File: src/bounded_double_ended_queue_unit_assert.svh
// ----------------------------------------------------------------------------
// Assertion macros for the bounded double-ended queue
// Shared concurrent assertion forms, clocked on clk and quiet during reset.
// ----------------------------------------------------------------------------
`ifndef BOUNDED_DOUBLE_ENDED_QUEUE_UNIT_ASSERT_SVH
`define BOUNDED_DOUBLE_ENDED_QUEUE_UNIT_ASSERT_SVH

// Check a property at every clock edge outside reset
`define BDQ_ASSERT(lbl, prop, msg) \
  lbl: assert property (@(posedge clk) disable iff (!rst_n) (prop)) else $error(msg);

// Check that a condition in one cycle implies a condition in the next
`define BDQ_ASSERT_NEXT(lbl, cond, expct, msg) \
  lbl: assert property (@(posedge clk) disable iff (!rst_n) (cond) |=> (expct)) \
    else $error(msg);

`endif

File: src/bdq_pkg.sv
// ----------------------------------------------------------------------------
// bdq_pkg
// Sizes, action and status codes, and the result word of the queue.
// ----------------------------------------------------------------------------
package bdq_pkg;

  // Queue capacity in elements (2 to 64)
  localparam int DEPTH = 16;

  localparam int IDX_W  = $clog2(DEPTH);
  localparam int CNT_W  = $clog2(DEPTH + 1);
  localparam int SUM_W  = CNT_W + 1;
  localparam int DATA_W = 32;
  localparam int ACT_W  = 3;
  localparam int STAT_W = 2;

  // Stream word widths, padded to whole bytes
  localparam int IN_DATA_W  = ((ACT_W + DATA_W + 7) / 8) * 8;
  localparam int OUT_DATA_W = ((DATA_W + CNT_W + 7) / 8) * 8;

  // Actions
  localparam logic [ACT_W-1:0] ACT_PUSH_FRONT = 3'd0;
  localparam logic [ACT_W-1:0] ACT_PUSH_BACK  = 3'd1;
  localparam logic [ACT_W-1:0] ACT_POP_FRONT  = 3'd2;
  localparam logic [ACT_W-1:0] ACT_POP_BACK   = 3'd3;
  localparam logic [ACT_W-1:0] ACT_DUMP       = 3'd4;

  // Result status
  localparam logic [STAT_W-1:0] STAT_OK    = 2'd0;
  localparam logic [STAT_W-1:0] STAT_UNDER = 2'd1;
  localparam logic [STAT_W-1:0] STAT_OVER  = 2'd2;
  localparam logic [STAT_W-1:0] STAT_EMPTY = 2'd3;

  // One result word
  typedef struct packed {
    logic [STAT_W-1:0]        status;
    logic signed [DATA_W-1:0] item;
    logic [CNT_W-1:0]         size;
    logic                     last;
  } out_res_t;

endpackage

File: src/bdq_ram.sv
// ----------------------------------------------------------------------------
// bdq_ram
// Generic single-write, single-read RAM with a registered, enabled read.
// ----------------------------------------------------------------------------
module bdq_ram #(
  parameter int WIDTH = 32,
  parameter int DEPTH = 16
) (
  input  logic                     clk,
  input  logic                     we,
  input  logic [$clog2(DEPTH)-1:0] waddr,
  input  logic [WIDTH-1:0]         wdata,
  input  logic                     re,
  input  logic [$clog2(DEPTH)-1:0] raddr,
  output logic [WIDTH-1:0]         rdata
);

  logic [WIDTH-1:0] mem_r [DEPTH];
  logic [WIDTH-1:0] rdata_r;

  // Write port
  always_ff @(posedge clk) begin
    if (we) begin
      mem_r[waddr] <= wdata;
    end
  end

  // Read port, data held until the next read
  always_ff @(posedge clk) begin
    if (re) begin
      rdata_r <= mem_r[raddr];
    end
  end

  assign rdata = rdata_r;

endmodule

File: src/bounded_double_ended_queue_unit.sv
// ----------------------------------------------------------------------------
// bounded_double_ended_queue_unit
// Double-ended queue of signed 32-bit values kept as a ring in one RAM.
// ----------------------------------------------------------------------------
//
// Channel | Direction | tdata (low bit up)         | tuser  | tlast
// --------+-----------+----------------------------+--------+---------------
// in_     | slave     | action[3], value[32], pad  | -      | -
// out_    | master    | item[32], size, pad        | status | last of input
//
// Push and pop words may follow back to back while the output register
// drains. A dump of n elements streams n words through the single RAM
// read port, one per cycle unless an output stall holds a pending read;
// no input word is taken until the last dump word sits in the output
// register. Synchronous reset clears the front index, count and control
// state, not the RAM; output stalls hold the result and any pending read.
//
module bounded_double_ended_queue_unit
  import bdq_pkg::*;
(
  input  logic                  clk,
  input  logic                  rst_n,
  input  logic                  in_tvalid,
  output logic                  in_tready,
  input  logic [IN_DATA_W-1:0]  in_tdata,   // action[2:0], value[34:3], zero pad
  output logic                  out_tvalid,
  input  logic                  out_tready,
  output logic [OUT_DATA_W-1:0] out_tdata,  // item[31:0], size above it, zero pad
  output logic [STAT_W-1:0]     out_tuser,  // status
  output logic                  out_tlast
);

`include "bounded_double_ended_queue_unit_assert.svh"

  localparam logic ST_IDLE = 1'b0;
  localparam logic ST_DUMP = 1'b1;

  logic             state_r, state_nxt;
  logic [IDX_W-1:0] fidx_r, fidx_nxt;
  logic [CNT_W-1:0] count_r, count_nxt;
  logic [IDX_W-1:0] rptr_r, rptr_nxt;
  logic [CNT_W-1:0] rem_r, rem_nxt;
  logic             rd_pend_r, rd_pend_nxt;
  logic             pend_last_r, pend_last_nxt;
  logic             out_valid_r, out_valid_nxt;
  out_res_t         out_r, out_nxt;

  logic                     in_acc;
  logic                     out_free;
  logic                     load_pend;
  logic                     issue;
  logic [ACT_W-1:0]         act;
  logic [DATA_W-1:0]        val;
  logic                     full;
  logic                     empty;
  logic [IDX_W-1:0]         front_dec;
  logic [IDX_W-1:0]         front_inc;
  logic [IDX_W-1:0]         rptr_inc;
  logic [SUM_W-1:0]         back_sum;
  logic [IDX_W-1:0]         back_idx;
  out_res_t                 res;
  logic                     res_load;
  logic                     we;
  logic [IDX_W-1:0]         waddr;
  logic [DATA_W-1:0]        rdata;

  // Handshake
  assign out_free  = !out_valid_r || out_tready;
  assign in_tready = (state_r == ST_IDLE) && !rd_pend_r && out_free;
  assign in_acc    = in_tvalid && in_tready;
  assign load_pend = rd_pend_r && out_free;
  assign issue     = (state_r == ST_DUMP) && (!rd_pend_r || load_pend);

  assign act = in_tdata[ACT_W-1:0];
  assign val = in_tdata[ACT_W+DATA_W-1:ACT_W];

  // Ring index arithmetic
  assign full      = (count_r == CNT_W'(DEPTH));
  assign empty     = (count_r == '0);
  assign front_dec = (fidx_r == '0) ? IDX_W'(DEPTH - 1) : fidx_r - 1'b1;
  assign front_inc = (fidx_r == IDX_W'(DEPTH - 1)) ? '0 : fidx_r + 1'b1;
  assign rptr_inc  = (rptr_r == IDX_W'(DEPTH - 1)) ? '0 : rptr_r + 1'b1;
  assign back_sum  = SUM_W'(fidx_r) + SUM_W'(count_r);
  assign back_idx  = (back_sum >= SUM_W'(DEPTH)) ? IDX_W'(back_sum - SUM_W'(DEPTH))
                                                 : IDX_W'(back_sum);

  // Decode the accepted word and update the ring
  always_comb begin
    state_nxt     = state_r;
    fidx_nxt      = fidx_r;
    count_nxt     = count_r;
    rptr_nxt      = rptr_r;
    rem_nxt       = rem_r;
    pend_last_nxt = pend_last_r;
    we            = 1'b0;
    waddr         = front_dec;
    res_load      = 1'b0;
    res.status    = STAT_OK;
    res.item      = '0;
    res.size      = count_r;
    res.last      = 1'b1;

    if (in_acc) begin
      res_load = 1'b1;
      case (act)
        ACT_PUSH_FRONT: begin
          if (full) begin
            res.status = STAT_OVER;
          end else begin
            we        = 1'b1;
            waddr     = front_dec;
            fidx_nxt  = front_dec;
            count_nxt = count_r + 1'b1;
          end
        end
        ACT_PUSH_BACK: begin
          if (full) begin
            res.status = STAT_OVER;
          end else begin
            we        = 1'b1;
            waddr     = back_idx;
            count_nxt = count_r + 1'b1;
          end
        end
        ACT_POP_FRONT: begin
          if (empty) begin
            res.status = STAT_UNDER;
          end else begin
            count_nxt = count_r - 1'b1;
            fidx_nxt  = (count_r == CNT_W'(1)) ? '0 : front_inc;
          end
        end
        ACT_POP_BACK: begin
          if (empty) begin
            res.status = STAT_UNDER;
          end else begin
            count_nxt = count_r - 1'b1;
            if (count_r == CNT_W'(1)) begin
              fidx_nxt = '0;
            end
          end
        end
        ACT_DUMP: begin
          if (empty) begin
            res.status = STAT_EMPTY;
          end else begin
            res_load  = 1'b0;
            state_nxt = ST_DUMP;
            rptr_nxt  = fidx_r;
            rem_nxt   = count_r;
          end
        end
        default: begin
          res.status = STAT_OK;
        end
      endcase
      res.size = count_nxt;
    end

    // Walk the ring from front to back, one read per cycle unless an output stall holds a pending read
    if (issue) begin
      rptr_nxt      = rptr_inc;
      rem_nxt       = rem_r - 1'b1;
      pend_last_nxt = (rem_r == CNT_W'(1));
      if (rem_r == CNT_W'(1)) begin
        state_nxt = ST_IDLE;
      end
    end
  end

  // Track the read word in flight
  always_comb begin
    rd_pend_nxt = rd_pend_r;
    if (issue) begin
      rd_pend_nxt = 1'b1;
    end else if (load_pend) begin
      rd_pend_nxt = 1'b0;
    end
  end

  // Load the output register from a direct result or a dump read
  always_comb begin
    out_valid_nxt = out_valid_r;
    out_nxt       = out_r;
    if (res_load) begin
      out_valid_nxt = 1'b1;
      out_nxt       = res;
    end else if (load_pend) begin
      out_valid_nxt  = 1'b1;
      out_nxt.status = STAT_OK;
      out_nxt.item   = rdata;
      out_nxt.size   = count_r;
      out_nxt.last   = pend_last_r;
    end else if (out_tready) begin
      out_valid_nxt = 1'b0;
    end
  end

  // Control state
  always_ff @(posedge clk) begin
    if (!rst_n) begin
      state_r     <= ST_IDLE;
      fidx_r      <= '0;
      count_r     <= '0;
      rem_r       <= '0;
      rd_pend_r   <= 1'b0;
      out_valid_r <= 1'b0;
    end else begin
      state_r     <= state_nxt;
      fidx_r      <= fidx_nxt;
      count_r     <= count_nxt;
      rem_r       <= rem_nxt;
      rd_pend_r   <= rd_pend_nxt;
      out_valid_r <= out_valid_nxt;
    end
  end

  // Payload
  always_ff @(posedge clk) begin
    rptr_r      <= rptr_nxt;
    pend_last_r <= pend_last_nxt;
    out_r       <= out_nxt;
  end

  // Element store
  bdq_ram #(
    .WIDTH (DATA_W),
    .DEPTH (DEPTH)
  ) u_store (
    .clk   (clk),
    .we    (we),
    .waddr (waddr),
    .wdata (val),
    .re    (issue),
    .raddr (rptr_r),
    .rdata (rdata)
  );

  assign out_tvalid = out_valid_r;
  assign out_tdata  = OUT_DATA_W'({out_r.size, out_r.item});
  assign out_tuser  = out_r.status;
  assign out_tlast  = out_r.last;

  // Checks
  `BDQ_ASSERT(a_count_bound, count_r <= CNT_W'(DEPTH), "element count above capacity")
  `BDQ_ASSERT(a_empty_front, (count_r != '0) || (fidx_r == '0), "empty queue with front off zero")
  `BDQ_ASSERT(a_write_on_accept, !we || in_acc, "store written without an accepted word")
  `BDQ_ASSERT(a_single_source, !(res_load && load_pend), "two results loaded at once")
  `BDQ_ASSERT_NEXT(a_pend_held, rd_pend_r && out_valid_r && !out_tready, rd_pend_r,
    "pending dump word dropped under stall")

endmodule
File: config.mk
export PLATFORM = sky130hd
export DESIGN_NAME = bounded_double_ended_queue_unit
export DESIGN_NICKNAME = d
export VERILOG_FILES = /design/src/bdq_pkg.sv /design/src/bdq_ram.sv /design/src/bounded_double_ended_queue_unit.sv
export VERILOG_INCLUDE_DIRS = /design/src /design/src/src
export SDC_FILE = /design/constraint.sdc
export NUM_CORES = 1
export LEC_CHECK = 0
export BUFFER_PORTS_ARGS = -buffer_cell sky130_fd_sc_hd__buf_4
export CAP_MARGIN = 20
export CORE_MARGIN = 5
export CORE_UTILIZATION = 40
export CTS_CLUSTER_SIZE = 8
export DETAILED_ROUTE_END_ITERATION = 16
export GPL_TIMING_DRIVEN = 0
export PLACE_DENSITY = 0.65
export SKIP_CTS_REPAIR_TIMING = 1
export SLEW_MARGIN = 20
export SYNTH_ARGS = -nofsm -noshare
export SYNTH_HDL_FRONTEND = slang
export SYNTH_SLANG_ARGS = --single-unit
File: constraint.sdc
create_clock -name clk -period 6.6 [get_ports clk]
set_input_delay 0.66 -clock clk [delete_from_list [all_inputs] [get_ports clk]]
set_output_delay 0.66 -clock clk [all_outputs]
set_load 0.1 [all_outputs]
# After elaboration in Yosys (flattened, before gate mapping)
# Memory sizes are Yosys's and may differ from the RTL's. A register that Yosys moved wholly into a read port is not among the register bits.
# Cells that the tools add are included.
op_classes:
  n_lt_le_gt_ge: 1
  n_bitwise: 1
  n_addsub: 8
  n_mux: 50
  n_reduce_logical: 22
  n_eq_ne: 14
ops:
  columns: ["op", "n"]
  rows:
  - ["2-to-1 mux 40 bit", 2]
  - ["2-to-1 mux 4 bit", 16]
  - ["2-to-1 mux 5 bit", 7]
  - ["2-to-1 mux 1 bit", 19]
  - ["case mux 4 bit (3 select lines)", 1]
  - ["== test 5 x 1 -> 1 bit (second input constant)", 2]
  - ["!= test 2 bit (second input constant)", 5]
  - ["case mux 5 bit (2 select lines)", 1]
  - ["subtractor 5 x 1 -> 5 bit (second input constant)", 2]
  - ["adder 4 x 1 -> 4 bit (second input constant)", 2]
  - ["== test 4 bit (second input constant)", 2]
  - ["nonzero test 2 bit", 4]
  - ["subtractor 4 x 1 -> 4 bit (second input constant)", 2]
  - ["adder 4 x 5 -> 6 bit", 1]
  - ["== test 3 x 2 -> 1 bit (second input constant)", 2]
  - ["greater-or-equal comparator 6 x 5 -> 1 bit (second input constant)", 1]
  - ["2-to-1 mux 2 bit", 3]
  - ["case mux 2 bit (3 select lines)", 1]
  - ["AND reduction 6 bit", 1]
  - ["nonzero test 3 bit", 2]
  - ["adder 5 x 1 -> 5 bit (second input constant)", 1]
  - ["== test 5 bit (second input constant)", 1]
  - ["logical AND 1 bit", 5]
  - ["zero test 5 bit", 1]
  - ["other kinds (9)", 12]
totals:
  wordCells: 109
  mem_count: 1
  ff_bits: 62
  mem_bits_rw: 512
memory_table:
  columns: ["memory", "words", "width", "rd", "rd_ports_with_merged_regs", "wr", "line_no", "rtl"]
  rows:
  - ["u_store.mem_r", 16, 32, 1, 1, 1, "bdq_ram.sv:18", "logic [WIDTH-1:0] mem_r [DEPTH];"]

# Logic depth before layout (Yosys ltp)
logic_depth:
  ltp_word: 7
  mapped_depth: 9
  ltp_nobuf: 7

# Modules after synthesis
# From an unflattened synthesis, not the netlist that was laid out.
unflattened:
  cells_unflattened: 1219
  area_unflattened_um2: 23341.1
modules_own_cells:
  columns: ["module", "seq_area_each_um2", "instances", "cells_each", "area_per_inst_um2"]
  rows:
  - ["bdq_ram", 16335.7, 1, 838, 20155.6]
  - ["bounded_double_ended_queue_unit", 1361.3, 1, 381, 3185.6]

# Least setup slack after synthesis
# Ideal clock, no wire load.
synth_path:
  path_type: "register to output"
  start: "reg out_valid_r, in the netlist out_tvalid"
  end: "out in_tready"
  t_arrival_ns: 3.015
  required_ns: 5.940
  n_path_buf: 0
  path_stages_with_launch: 3
  path_slack_ns: 2.925
  cell_sequence: "dfxtp_1 > nor2b_1 > nor3_1"
synth_via:
  elab_chain_len: 3
synth_lines:
  columns: ["item", "line_no", "rtl"]
  rows:
  - ["start: declaration", "bounded_double_ended_queue_unit.sv:45", "logic out_valid_r, out_valid_nxt;"]
  - ["start signal: assignment", "bounded_double_ended_queue_unit.sv:214", "out_valid_r <= out_valid_nxt;"]
  - ["zero test 1 bit", "bounded_double_ended_queue_unit.sv:68", "assign out_free = !out_valid_r || out_tready;"]
  - ["logical OR 1 bit", "bounded_double_ended_queue_unit.sv:68", null]
  - ["logical AND 1 bit", "bounded_double_ended_queue_unit.sv:69", "assign in_tready = (state_r == ST_IDLE) && !rd_pend_r && out_free;"]
  - ["end: declaration", "bounded_double_ended_queue_unit.sv:24", "output logic in_tready,"]
# Every way passes these cells.

# Final worst setup path
layout_path:
  start: "reg count_r[0]"
  end: "mem u_store.mem_r[2][14] (enable)"
layout_via:
  elab_chain_len: 6
layout_lines:
  columns: ["item", "line_no", "rtl"]
  rows:
  - ["start: declaration", "bounded_double_ended_queue_unit.sv:40", "logic [CNT_W-1:0] count_r, count_nxt;"]
  - ["start signal: assignment", "bounded_double_ended_queue_unit.sv:211", "count_r <= count_nxt;"]
  - ["adder 4 x 5 -> 6 bit / == test 5 bit (equally long branches)", "bounded_double_ended_queue_unit.sv:83, bounded_double_ended_queue_unit.sv:78", null]
  - ["greater-or-equal comparator 6 x 5 -> 1 bit (tied with other cells)", "bounded_double_ended_queue_unit.sv:84", "assign back_idx = (back_sum >= SUM_W'(DEPTH)) ? IDX_W'(back_sum - SUM_W'(DEPTH))"]
  - ["2-to-1 mux 4 bit / 2-to-1 mux 1 bit (equally long branches)", null, null]
  - ["2-to-1 mux 4 bit / 2-to-1 mux 1 bit (equally long branches)", "bounded_double_ended_queue_unit.sv:117, bounded_double_ended_queue_unit.sv:103", null]
  - ["2-to-1 mux 4 bit / 2-to-1 mux 1 bit (equally long branches)", null, null]
  - ["2-to-1 mux 4 bit / 2-to-1 mux 1 bit (equally long branches)", "bounded_double_ended_queue_unit.sv:103, bdq_ram.sv:24", null]
  - ["end: declaration", "bdq_ram.sv:18", null]
# Parallel ways exist; a longest one is shown, timed or not.

==> results by stage <==
Pwr:
- The fraction of power consumed by sequential logic is 0.491.
- Of the total power, the share spent switching nets is 0.213.
- Cell internal power was estimated by the tool at 0.00679 W.
- The design draws 0.00863 W.
- Across the VDD grid, the largest voltage drop is 220 uV.
- Of the total power, the clock network draws 0.469.
- For this design the ratio of total power to cell area is 301 nW/um^2.
- For this design the static power due to leakage is 9.58 nW.
- Of the total power, combinational logic draws 0.040.
- In this run the power spent charging and discharging nets is 0.00183 W.

Route:
- The first TritonRoute pass finished after 6 iterations.
- The post-route DRC violation count is 0.
- The total routed wirelength is 57600 um.
- Across all layers, the routed design uses 13400 vias.
- The count of nets left with antenna violations once routing finished came out at 0.
- The average vias per placed instance is 5.53.
- The number of DRC markers after the initial detailed-route iteration is 1245.
- After detailed routing, the average wire length per cell comes to 23.7 um.

Placed design:
- The worst-case setup slack after placement is 2.90 ns.
- The number of placed instances, taps included, is 2275.
- In this run the tool buffered the top-level ports with 80 buffer cells.
- After legalization and detailed placement, the total HPWL measured 37800 um.
- After detailed placement, the total cell area comes to 26200 sq um.
- At the end of routability-driven placement, the weighted congestion stood at 0.847.

Worst setup path:
- In this run the register-to-register setup slack is 2.86 ns.
- The kind of start point of the critical path is a register.
- The cell type of the slowest stage on the worst timing path is sky130_fd_sc_hd__nor2_4.
- The critical path is of the register to register type.
- Walking the worst path, the cells encountered are clkbuf_1 > inv_1 > ha_1 > nor4bb_4 > nand2b_1 > nor4_1 > a2bb2oi_1 > nor2_4 > buf_16.
- Data on the critical path arrives at its endpoint at 4.05 ns.
- The required time of the critical path is 6.91 ns.
- The element type at the critical path end is a register.
- Along the worst path, the maximum fanout reaches 18.
- In this design, the stage delay of the slowest critical-path cell is 0.73 ns.

Clock network:
- TritonCTS built the clock tree.
- Counting every sink on the clock net gives 606.
- Buffers inserted during clock tree synthesis total 85.
- The tree is rooted in a sky130_fd_sc_hd__clkbuf_16.
- The clock passes through at most 3 buffers.
- The later-pin clock latency in the skew report is 0.61 ns.
- The H-tree was split into 3 levels.
- After clock tree synthesis, the clock-pin slew on the worst setup and hold paths is 0.06 ns.

Synth:
- Among all cell types in the netlist, the one instantiated most often is sky130_fd_sc_hd__edfxtp_1.
- The register area share after synthesis is 0.739.
- The synthesized area is 24000 sq um.
- After synthesis, the share of flip-flops with an asynchronous set or reset is 0.
- The synthesized design spends more area on one cell type than any other, namely sky130_fd_sc_hd__edfxtp_1.
- The average instance in the mapped netlist occupies 17.1 sq um.
- Synthesis instantiated 71 different standard cells from the library.
- The count of flip-flops with a built-in enable after synthesis is 556.
- The synthesized instance count is 1399.
- Of the post-synthesis cell area, the dominant cell type holds 0.697.
- Ranked by instance count, the synthesized netlist is headed by sky130_fd_sc_hd__edfxtp_1 (556), sky130_fd_sc_hd__nand2_1 (120), sky130_fd_sc_hd__mux2i_1 (98), sky130_fd_sc_hd__a21oi_1 (77), sky130_fd_sc_hd__o21ai_0 (74).
- Sorting the synthesized cells by area gives the leading types as sky130_fd_sc_hd__edfxtp_1 (70%), sky130_fd_sc_hd__mux4_2 (6.0%), sky130_fd_sc_hd__dfxtp_1 (4.2%), sky130_fd_sc_hd__mux2i_1 (4.1%), sky130_fd_sc_hd__nand2_1 (1.9%).
- The prevailing post-synth register cell is sky130_fd_sc_hd__edfxtp_1.
- The Yosys warning count is 0.
- The register bit total from synthesis is 606.

STA:
- For the pin with the worst max-slew slack, the measured transition is 1.03 ns.
- Setup repair after global routing left no endpoint under its margin.
- In this run the tightest slew margin relative to its limit is 0.311.
- The final hold violation count is 0.
- In the final timing run, aggregate negative setup slack is 0 ns.
- The post-route clock skew is 0.0172 ns.
- The post-route minimum period is 3.74 ns.
- Static timing analysis puts the maximum clock frequency at 267 MHz.
- The final max-slew violation count is 0.
- In the finished design, the share of the clock period the worst path needs comes to 0.567.
- Setup slack on the critical path of the routed design comes to 2.86 ns.
- Setup violations remaining at the end of the flow were counted as 0.

Floorplanning:
- The initial standard-cell utilization of the core is 0.405.
- Measured along the y axis, the die boundary spans 255 um.
- The die width is 255 um.
- The die covers 64900 sq um.
- The count of boundary I/O pins is 89.
- The floorplan has 89 rows.
- The core outline area is 59100 sq um.

GRT:
- The number of antenna violations at the first check in global routing came to 2.
- The first-pass GRT wire length is 86400 um.
- The pin count of the biggest net entering global routing is 42.
- Summed over all layers, the global routing overflow is 0.
- The via count of the first global-routing pass was 13700.
- The overall global routing resource usage is 0.177.

Cells and area:
- The fill cell instance count of the final layout is 4890.
- The area growth from synthesis to layout is 19.7%.
- The count of cells in the finished layout, fillers not included, comes to 2434.
- The area of all placed cells without fillers is 28700 sq um.
- The area used by sequential logic in the layout is 17700 sq um.
- In the final design database the tool counted 1646 nets.
- The multi-input combinational cells in the finished layout cover a total of 5900 sq um.
- The layout cell share with drive strength beyond 1 is 0.222.

Worst hold path:
- The class of the most critical hold timing path is primary input to register.

Job:
- Max-cap violations in this run came to 0.

Outcome:
- The run finished with clean final reports.
## area by class of cell
class / instances / share of cell area
Antenna cell: 1 / 0.0000873
Sequential cell: 606 / 0.617
Timing Repair Buffer: 101 / 0.0385
Tap cell: 773 / 0.0337
Clock inverter: 6 / 0.00349
Multi-Input combinational cell: 701 / 0.206
Inverter: 14 / 0.00183
Buffer: 80 / 0.0154
Clock buffer: 152 / 0.0840
## placed cells by master, fill, tap and decap left out, types with 6 or more instances in the layout
master,instances
sky130_fd_sc_hd__a21oi_1,77
sky130_fd_sc_hd__a221oi_1,32
sky130_fd_sc_hd__a22oi_1,34
sky130_fd_sc_hd__a31oi_1,7
sky130_fd_sc_hd__buf_12,10
sky130_fd_sc_hd__buf_16,11
sky130_fd_sc_hd__buf_2,26
sky130_fd_sc_hd__buf_4,89
sky130_fd_sc_hd__clkbuf_1,99
sky130_fd_sc_hd__clkbuf_16,86
sky130_fd_sc_hd__clkbuf_8,6
sky130_fd_sc_hd__dfxtp_1,50
sky130_fd_sc_hd__edfxtp_1,556
sky130_fd_sc_hd__ha_1,12
sky130_fd_sc_hd__inv_1,14
sky130_fd_sc_hd__mux2_2,32
sky130_fd_sc_hd__mux2i_1,98
sky130_fd_sc_hd__mux4_2,64
sky130_fd_sc_hd__nand2_1,120
sky130_fd_sc_hd__nand3_1,11
sky130_fd_sc_hd__nor2_1,19
sky130_fd_sc_hd__nor2_4,16
sky130_fd_sc_hd__nor3_1,8
sky130_fd_sc_hd__o21ai_0,74
sky130_fd_sc_hd__xnor2_1,7
## stage by stage
stage / hold WS [ns] / util
floorplan: 0.431 / -
global placement: 0.446 / 0.432
detailed placement: 0.450 / 0.442
CTS: 0.316 / 0.485
global route: 0.338 / 0.485
finish: 0.344 / 0.485
## metal layers
| metal | up-vias | global-route usage | part of all wire |
|---|---|---|---|
| li1 | 5957 | - | - |
| met5 | - | 0 | 0 |
| met1 | 6909 | 0.245 | 0.42 |
| met2 | 503 | 0.294 | 0.50 |
| met4 | 0 | 0.0400 | 0.017 |
| met3 | 79 | 0.0340 | 0.067 |
## flip-flops by register name, summed over array words and instances, names as in the netlist
name	flops
rptr_r	4
count_r	5
state_r	1
out_tuser	2
out_tdata	37
u_store.rdata	32
u_store.mem_r	512
rd_pend_r	1
pend_last_r	1
fidx_r	4
out_tlast	1
rem_r	5
out_tvalid	1
## final timing paths
path                 start                   end  cells past startpoint
max             count_r[0]  u_store.mem_r[2][14]                      9
min                  rst_n            count_r[0]                      2
max reg2reg     count_r[0]  u_store.mem_r[2][14]                      9
min reg2reg  out_tdata[22]         out_tdata[22]                      2
## power by group through the flow
stage	sequential (W)	combinational, W	clock [W]
3_5_place_dp	0.00431	0.000344	0
2_1_floorplan	0.00435	0.000160	0
6_report	0.00424	0.000344	0.00405
5_1_grt	0.00424	0.000369	0.00428
3_3_place_gp	0.00431	0.000319	0
4_1_cts	0.00424	0.000345	0.00411
## critical path: cells and delay by family, from the launching register on
family / cells / cell delay [ns]
buffers and inverters: 3 / 0.70
AO/OA/AOI/OAI: 1 / 0.41
flip-flops: 1 / 0.39
adder cells (fa/ha/maj): 1 / 0.29
AND/OR/NAND/NOR: 4 / 1.61
## cell families after synthesis
kind of cell / synth area share
AO/OA/AOI/OAI: 0.0717
XOR/XNOR: 0.00366
adder cells (fa/ha/maj): 0.00710
buffers and inverters: 0.0205
flip-flops: 0.739
multiplexers: 0.116
other: 0.000157
AND/OR/NAND/NOR: 0.0420
Power figures use the tool's default switching activity.
